===== src/design/kvcs_pkg.sv =====
// kvcs_pkg: shared widths, constants and types of the key vector cosine scorer
// no dependencies; imported by every module of the block
`default_nettype none

package kvcs_pkg;

   localparam int COS_FRAC_BITS = 24;

   localparam int ELEM_W      = 16;
   localparam int NUM_VECS    = 5;
   localparam int VEC_LEN     = 3;
   localparam int NUM_LANES   = 4;
   localparam int KEY_W       = 240;
   localparam int MUL_W       = 2 * ELEM_W;
   localparam int DOT_W       = MUL_W + 2;
   localparam int PROD_W      = 2 * DOT_W;
   localparam int REM_W       = PROD_W + 1;
   localparam int QUO_W       = 2 * COS_FRAC_BITS + 1;
   localparam int COS_W       = COS_FRAC_BITS + 1;
   localparam int DIV_STAGES  = QUO_W;
   localparam int SQRT_STAGES = COS_W;
   localparam int LANE_LAT    = 3 + DIV_STAGES + SQRT_STAGES + 1;
   localparam int MERGE_LAT   = 5;
   localparam int TOTAL_LAT   = LANE_LAT + MERGE_LAT;

   localparam int SUM_W       = COS_W + 2;
   localparam int THR_W       = COS_W + 6;
   localparam int SCALE_W     = 32;
   localparam int NUM_W       = SUM_W + SCALE_W;
   localparam int MQ_W        = 32;
   localparam int RECIP_W     = 64;
   localparam int RECIP_SHIFT = 50;
   localparam int K_W         = 14;
   localparam int KP_W        = 33;
   localparam int REWARD_W    = 14;
   localparam int MAXC_W      = 25;
   localparam int MAXX_W      = (COS_W > MAXC_W) ? COS_W : MAXC_W;

   localparam logic [SCALE_W-1:0] SCALE_NUM  = 32'd4166666667;
   localparam logic [31:0]        RECIP      = 32'd2814749767;
   localparam logic [KP_W-1:0]    BIN        = 33'd400000;
   localparam logic [KP_W-1:0]    HALF_BIN   = 33'd200000;
   localparam logic [REWARD_W-1:0] BASE_REWARD = 14'd11000;
   localparam logic [THR_W-1:0]   THR_MUL    = THR_W'(50);
   localparam logic [THR_W-1:0]   THR_LIMIT  = THR_W'(9) << COS_FRAC_BITS;

   typedef logic [ELEM_W-1:0] elem_type;
   typedef elem_type [VEC_LEN-1:0] vec_type;
   typedef logic [COS_W-1:0] cos_type;

endpackage

`default_nettype wire


===== src/design/kvcs_merge.sv =====
// kvcs_merge: combines the four lane cosines into maximum, threshold flag and reward
// depends on kvcs_pkg
`default_nettype none

module kvcs_merge
   import kvcs_pkg::*;
(
   input  logic                clock,
   input  cos_type             cos_q [NUM_LANES],
   output logic [REWARD_W-1:0] reward,
   output logic                qualifies,
   output cos_type             max_cos
);

   cos_type             m01_w, m23_w, mx_w;
   logic [NUM_LANES-1:0] below_w;

   logic [SUM_W-1:0]    sum1_ff;
   logic                ok1_ff, ok2_ff, ok3_ff, ok4_ff, ok5_ff;
   cos_type             mx1_ff, mx2_ff, mx3_ff, mx4_ff, mx5_ff;
   logic [NUM_W-1:0]    num2_ff;
   logic [RECIP_W-1:0]  mr3_ff;
   logic [MQ_W-1:0]     mq3_ff, mq4_ff;
   logic                lnz3_ff, lnz4_ff;
   logic [K_W-1:0]      k4_ff;
   logic [KP_W-1:0]     kp4_ff;
   logic [REWARD_W-1:0] reward5_ff;

   logic [MQ_W-1:0]     mq_w;
   logic [K_W-1:0]      k_w, k2_w;
   logic [KP_W-1:0]     rem_w, rem2_w;
   logic                adj_w, rnd_w;

   assign m01_w = (cos_q[0] > cos_q[1]) ? cos_q[0] : cos_q[1];
   assign m23_w = (cos_q[2] > cos_q[3]) ? cos_q[2] : cos_q[3];
   assign mx_w  = (m01_w > m23_w) ? m01_w : m23_w;

   always_comb begin
      for (int l = 0; l < NUM_LANES; l++) begin
         below_w[l] = (THR_W'(cos_q[l]) * THR_MUL) < THR_LIMIT;
      end
   end

   always_ff @(posedge clock) begin
      sum1_ff <= SUM_W'(cos_q[0]) + SUM_W'(cos_q[1]) + SUM_W'(cos_q[2]) + SUM_W'(cos_q[3]);
      ok1_ff  <= &below_w;
      mx1_ff  <= mx_w;
   end

   always_ff @(posedge clock) begin
      num2_ff <= NUM_W'(sum1_ff) * NUM_W'(SCALE_NUM);
      ok2_ff  <= ok1_ff;
      mx2_ff  <= mx1_ff;
   end

   // integer part over 2^F, then quotient estimate by 400000 via reciprocal
   assign mq_w = num2_ff[COS_FRAC_BITS +: MQ_W];

   always_ff @(posedge clock) begin
      mr3_ff  <= RECIP_W'(mq_w) * RECIP_W'(RECIP);
      mq3_ff  <= mq_w;
      lnz3_ff <= |num2_ff[COS_FRAC_BITS-1:0];
      ok3_ff  <= ok2_ff;
      mx3_ff  <= mx2_ff;
   end

   assign k_w = mr3_ff[RECIP_SHIFT +: K_W];

   always_ff @(posedge clock) begin
      kp4_ff  <= KP_W'(k_w) * BIN;
      k4_ff   <= k_w;
      mq4_ff  <= mq3_ff;
      lnz4_ff <= lnz3_ff;
      ok4_ff  <= ok3_ff;
      mx4_ff  <= mx3_ff;
   end

   // estimate may be one short
   assign rem_w  = KP_W'(mq4_ff) - kp4_ff;
   assign adj_w  = (rem_w >= BIN);
   assign rem2_w = adj_w ? (rem_w - BIN) : rem_w;
   assign k2_w   = k4_ff + K_W'(adj_w);
   assign rnd_w  = (rem2_w > HALF_BIN) || ((rem2_w == HALF_BIN) && lnz4_ff);

   always_ff @(posedge clock) begin
      reward5_ff <= ok4_ff ? (BASE_REWARD - REWARD_W'(k2_w) - REWARD_W'(rnd_w)) : '0;
      ok5_ff     <= ok4_ff;
      mx5_ff     <= mx4_ff;
   end

   assign reward    = reward5_ff;
   assign qualifies = ok5_ff;
   assign max_cos   = mx5_ff;

endmodule

`default_nettype wire


===== config.mk =====
export PLATFORM = sky130hd
export DESIGN_NAME = kvcs_merge
export DESIGN_NICKNAME = d
export VERILOG_FILES = /design/src/design/kvcs_pkg.sv /design/src/design/kvcs_merge.sv
export SDC_FILE = /design/constraint.sdc
export NUM_CORES = 2
export LEC_CHECK = 0
export ABC_AREA = 1
export BUFFER_PORTS_ARGS = -buffer_cell sky130_fd_sc_hd__buf_2
export CAP_MARGIN = 20
export CORE_ASPECT_RATIO = 1.75
export CORE_MARGIN = 4
export CORE_UTILIZATION = 45
export DETAILED_ROUTE_END_ITERATION = 7
export HOLD_SLACK_MARGIN = 0.05
export SYNTH_ARGS = -nofsm -noshare
export SYNTH_HDL_FRONTEND = slang
export SYNTH_SLANG_ARGS = --single-unit

===== constraint.sdc =====
create_clock -name clock -period 8.2 [get_ports clock]
set_input_delay 1.23 -clock clock [delete_from_list [all_inputs] [get_ports clock]]
set_output_delay 1.23 -clock clock [all_outputs]
set_load 0.03 [all_outputs]

Word-level counts from Yosys, hierarchy flattened
Index checks and enable logic that the tools add are counted. W data, S select, Z words.

Bits in registers: 397. Bits of input ports: 101. Output and inout port bits: 40. Logic and storage cells: 53.

$add $sub $neg: 8. $mul: 7. $lt $le $gt $ge: 9. Eq/ne operators: 1. Muxes and demuxes: 4. Reduce and logical (&&, ||, !) cells: 4.

Operators by type and width (number): $lt A31 B28 Y1 const B (4); $mul A25 B5 Y30 const B (4); $gt A25 B25 Y1 (3); $mux W25 (3); $mul A32 B32 Y64 const B (1); $mul A27 B32 Y56 const B (1); $eq A33 B18 Y1 const B (1); $ge A33 B19 Y1 const B (1); $gt A33 B18 Y1 const B (1); $mux W33 (1); $sub A32 B33 Y33 (1); $sub A33 B19 Y33 const B (1); $add A26 B25 Y27 (1); $add A27 B25 Y27 (1); $add A25 B25 Y26 (1); $mul A14 B12 Y26 const B (1); $reduce_or A24 Y1 (1); $add A14 B1 Y14 (1); $sub A14 B1 Y14 (1); $sub A14 B14 Y14 const A (1); $reduce_and A4 Y1 (1); $logic_and A1 B1 Y1 (1); $logic_or A1 B1 Y1 (1).

Logic depth before layout (Yosys ltp)
Word-level depth: 7. Gate-level depth with buffers: 45.

Worst setup path before layout
OpenSTA, ideal clock, no wires.

Path kind: reg2reg. Start point: register num2_ff[44]. End point: register mr3_ff[60]. Setup time: 0.121 ns. Arrival time: 5.972 ns. Slack: 2.107 ns. Stages on the path, launching flop included: 23. Buffers on the path: 0. Cells stage by stage: dfxtp_1 ha_1 fa_1 inv_1 fa_1 fa_1 fa_1 fa_1 inv_1 fa_1 fa_1 ha_1 a21oi_1 inv_1 a21oi_1 inv_1 a21oi_1 o21ai_0 a21oi_1 nor3_1 a2111oi_0 nand2_1 xor2_1.

Word-level cells in the longest chain between the ends: 1.

RTL lines: start, declared (RTL line kvcs_merge.sv:21) `logic [NUM_W-1:0] num2_ff;`; start signal, assigned (RTL line kvcs_merge.sv:51) `num2_ff <= NUM_W'(sum1_ff) * NUM_W'(SCALE_NUM);`; $mul A32 B32 Y64 (RTL line kvcs_merge.sv:60) `mr3_ff <= RECIP_W'(mq_w) * RECIP_W'(RECIP);`; end signal, assigned (RTL line kvcs_merge.sv:60); end, declared (RTL line kvcs_merge.sv:22) `logic [RECIP_W-1:0] mr3_ff;`.

Every way passes these cells. A chain may end at the register's enable or synchronous reset.

Worst setup path after layout
Start point: register sum1_ff[14]. End point: register num2_ff[52].

Word-level cells in the longest chain between the ends: 1.

RTL lines: start, declared (RTL line kvcs_merge.sv:18) `logic [SUM_W-1:0] sum1_ff;`; start signal, assigned (RTL line kvcs_merge.sv:45) `sum1_ff <= SUM_W'(cos_q[0]) + SUM_W'(cos_q[1]) + SUM_W'(cos_q[2]) + SUM_W'(cos_q[3]);`; $mul A27 B32 Y56 (RTL line kvcs_merge.sv:51).

Every way passes these cells.

==> run_results.csv <==
group,metric,value,unit
status,outcome,"completed",
die,die_area,138000,µm²
route,route.met2.wl,101000,µm
route,via_count,44800,
route,remaining_drc_errors,0,
route,met1_length,59300,µm
synth,synth_seq_cells,345,
route,topRoutingLayerUsed,"met5",
global_routing,antenna_found_initial,22,
timing,tightest_slew,1.14,ns
timing,slew_viol_final,0,
die,rows,176,
synth,yosysWarnings,0,
route,first_pass_iters,5,
synth,syn_inst,6715,
clock_network,cts.sinks,345,
clock_network,cts-root-buf,"clkbuf_16",
global_routing,first_global_vias,49500,
timing,finalCritPeriodShare,86.1,%
synth,synth_xor_area_share,2.41,%
critical_path,setup.worst_path.end_class,"flip-flop",
synth,synth_edf_count,0,
clock_network,post_cts_resize_count,0,
clock_network,cts_tree,"yes",
synth,synth-simple-area-share,9.38,%
die,fp.dieW,282,µm
placed_design,port_buffers,140,
synth,synth_nets,8966,
flow_run,maxCapViolations,0,
final_layout,fin_area,63700,µm²
placed_design,dpl_cell_area,62300,µm²
timing,finalSetupViolCount,0,
synth,synth-main-ff-cell,"dfxtp_1",
clock_network,postCtsHoldBufs,0,
clock_network,postCtsSetupBuffers,0,
critical_path,cp.arrival,7.63,ns
global_routing,grt_use_total,28.2,%
die,io_pins,141,
synth,syn_area,59300,µm²
final_layout,area_growth,7.49,%
final_layout,final_util,48.6,%
hold_path,hold_depth,0,
hold_path,min_path_type,"reg -> reg",
synth,async_flop_share,0,%
timing,final-hold-violation-count,0,
critical_path,startpoint_type,"flip-flop",
die,core,131000,µm²
die,start_util,45.2,%
global_routing,grt_overflow,0,
timing,whs,0.318,ns
final_layout,nNetsFinal,9170,
route,vias_per_cell,5.18,
critical_path,path_max_fanout,8,
timing,min_period,7.06,ns
synth,synth_mux_area_share,0,%
route,avgRoutedWirePerCell,22.0,µm
timing,max_freq,142,MHz
timing,timing.slew.headroom,24.2,%
route,drt-initial-drc-count,1955,
synth,synth_adder_area_share,56.9,%
critical_path,worstSetupPathType,"reg -> reg",
timing,rsz0062_at_grt,"false",
clock_network,ctsLongestPathBuffers,3,
synth,synth_cell_types,60,
die,die_h,488,µm
clock_network,clkLatencyLatePin,0.66,ns
synth,synth_top_family_by_area,"adder cells",
global_routing,grt_first_pass_wirelength,286000,µm
clock_network,h-tree-depth,2,
critical_path,required,8.77,ns
synth,synth_compound_area_share,6.70,%
route,met3_length,6570,µm
clock_network,cts_buffers,42,
route,ant_nets,0,
critical_path,r2r_cells,21,
final_layout,drive_gt1_share,4.76,%
placed_design,place.gp.congestion,1.08,
placed_design,place_hpwl,171000,µm
clock_network,clk_pin_slew,0.08,ns
synth,syn_avg_cell_area,8.83,µm²
global_routing,grt_max_degree,32,
synth,ys_seq_area_share,11.6,%
route,drt-total-wl,190000,µm
timing,fin_skew,0.0520,ns
timing,fin_setup_tns,0,ns
==> flip-flops by register name, summed over array words and instances (netlist names), 25 cells and up <==
name and count:
num2_ff 56, mq3_ff 32, mq4_ff 32, sum1_ff 27
max_cos 25, mx1_ff 25, mx2_ff 25, mx3_ff 25
mx4_ff 25
==> cell type report <==
| type | instances | area, µm² |
|---|---|---|
| clock inverters | 33 | 303 |
| well taps | 1691 | 2120 |
| fillers | 12800 | 67500 |
| flip-flops and latches | 345 | 6910 |
| repair buffers | 176 | 971 |
| diodes | 14 | 35.0 |
| multi-input cells | 4318 | 44700 |
| inverters | 2036 | 7640 |
| clock buffers | 45 | 1070 |
==> kinds of logic after synthesis <==
kind of cell	count (synthesis)
AO/OA/AOI/OAI	705
AND/OR/NAND/NOR	1300
buffers and inverters	2052
flip-flops	345
adder cells (fa/ha/maj)	2150
XOR/XNOR	163
==> through the flow <==
| step | std cells | setup WS [ns] |
|---|---|---|
| after floorplan | 6715 | 2.11 |
| after global placement | 8566 | 1.28 |
| after detailed placement | 8566 | 1.21 |
| after CTS | 8644 | 1.21 |
| after global routing | 8650 | 0.826 |
| final | 8658 | 1.14 |
==> synth_stat cells, drive strengths merged, types with 3 or more instances <==
master / instances / area [µm²]
a221oi: 7 / 61.3
nand3b: 6 / 45.0
a21oi: 327 / 1640
xor2: 113 / 990
nand4: 53 / 332
o21a: 29 / 218
a21o: 12 / 90.1
nand2: 739 / 2830
dfxtp: 345 / 6910
a31oi: 26 / 163
o21ai: 219 / 1110
clkbuf: 13 / 48.8
o221ai: 10 / 87.6
ha: 1242 / 15500
nand3: 147 / 791
nor3: 59 / 307
a211oi: 15 / 113
and2: 3 / 18.8
inv: 2034 / 7630
a311oi: 3 / 26.3
o21bai: 9 / 67.6
buf: 3 / 18.8
o31ai: 7 / 52.6
or2: 5 / 31.3
a21boi: 12 / 93.8
o211ai: 15 / 113
nor4: 10 / 62.6
nor3b: 3 / 22.5
xnor2: 50 / 438
fa: 908 / 18200
nor2: 270 / 1080
==> path summary, 6_finish.rpt <==
kind / start / end / slack, ns
worst max-delay path: sum1_ff[14] / num2_ff[52] / 1.14
worst min register to register: mx4_ff[16] / max_cos[16] / 0.32
worst min-delay path: mx4_ff[16] / max_cos[16] / 0.32
worst max register to register: sum1_ff[14] / num2_ff[52] / 1.14
==> placed cells by master, fill, tap and decap left out, types with 42 or more instances in the layout <==
master	count
inv_1	2021
nand4_1	53
buf_2	140
fa_1	908
o21ai_0	206
xnor2_1	50
nor2_1	252
nand2_1	717
a21oi_1	325
nor3_1	58
xor2_1	113
ha_1	1242
clkbuf_16	42
nand3_1	139
dfxtp_1	345
==> per-layer routing <==
| metal | global-route usage [%] | vias to the layer above |
|---|---|---|
| li1 | - | 21100 |
| met3 | 3.60 | 706 |
| met4 | 27.0 | 12 |
| met1 | 25.2 | 21800 |
| met2 | 53.4 | 1199 |
| met5 | 0 | - |
==> worst max-delay path: stages, from the launching register on <==
cell and delay (ns):
dfxtp_1 0.67, ha_1 0.50, inv_1 0.12, fa_1 0.52, fa_1 0.46, fa_1 0.53
fa_1 0.55, inv_1 0.05, fa_1 0.49, fa_1 0.45, ha_1 0.40, nand2_1 0.11
o21ai_0 0.38, a21oi_1 0.19, o221ai_1 0.18, a21oi_1 0.13, o21ai_0 0.54, nand3_1 0.14
nand2_1 0.19, nand4_1 0.12, o2111ai_1 0.11, xor2_1 0.15
Power is left out: the tool's default activity adds up to more than one toggle a clock period on the data nets, which glitch-free logic cannot reach.
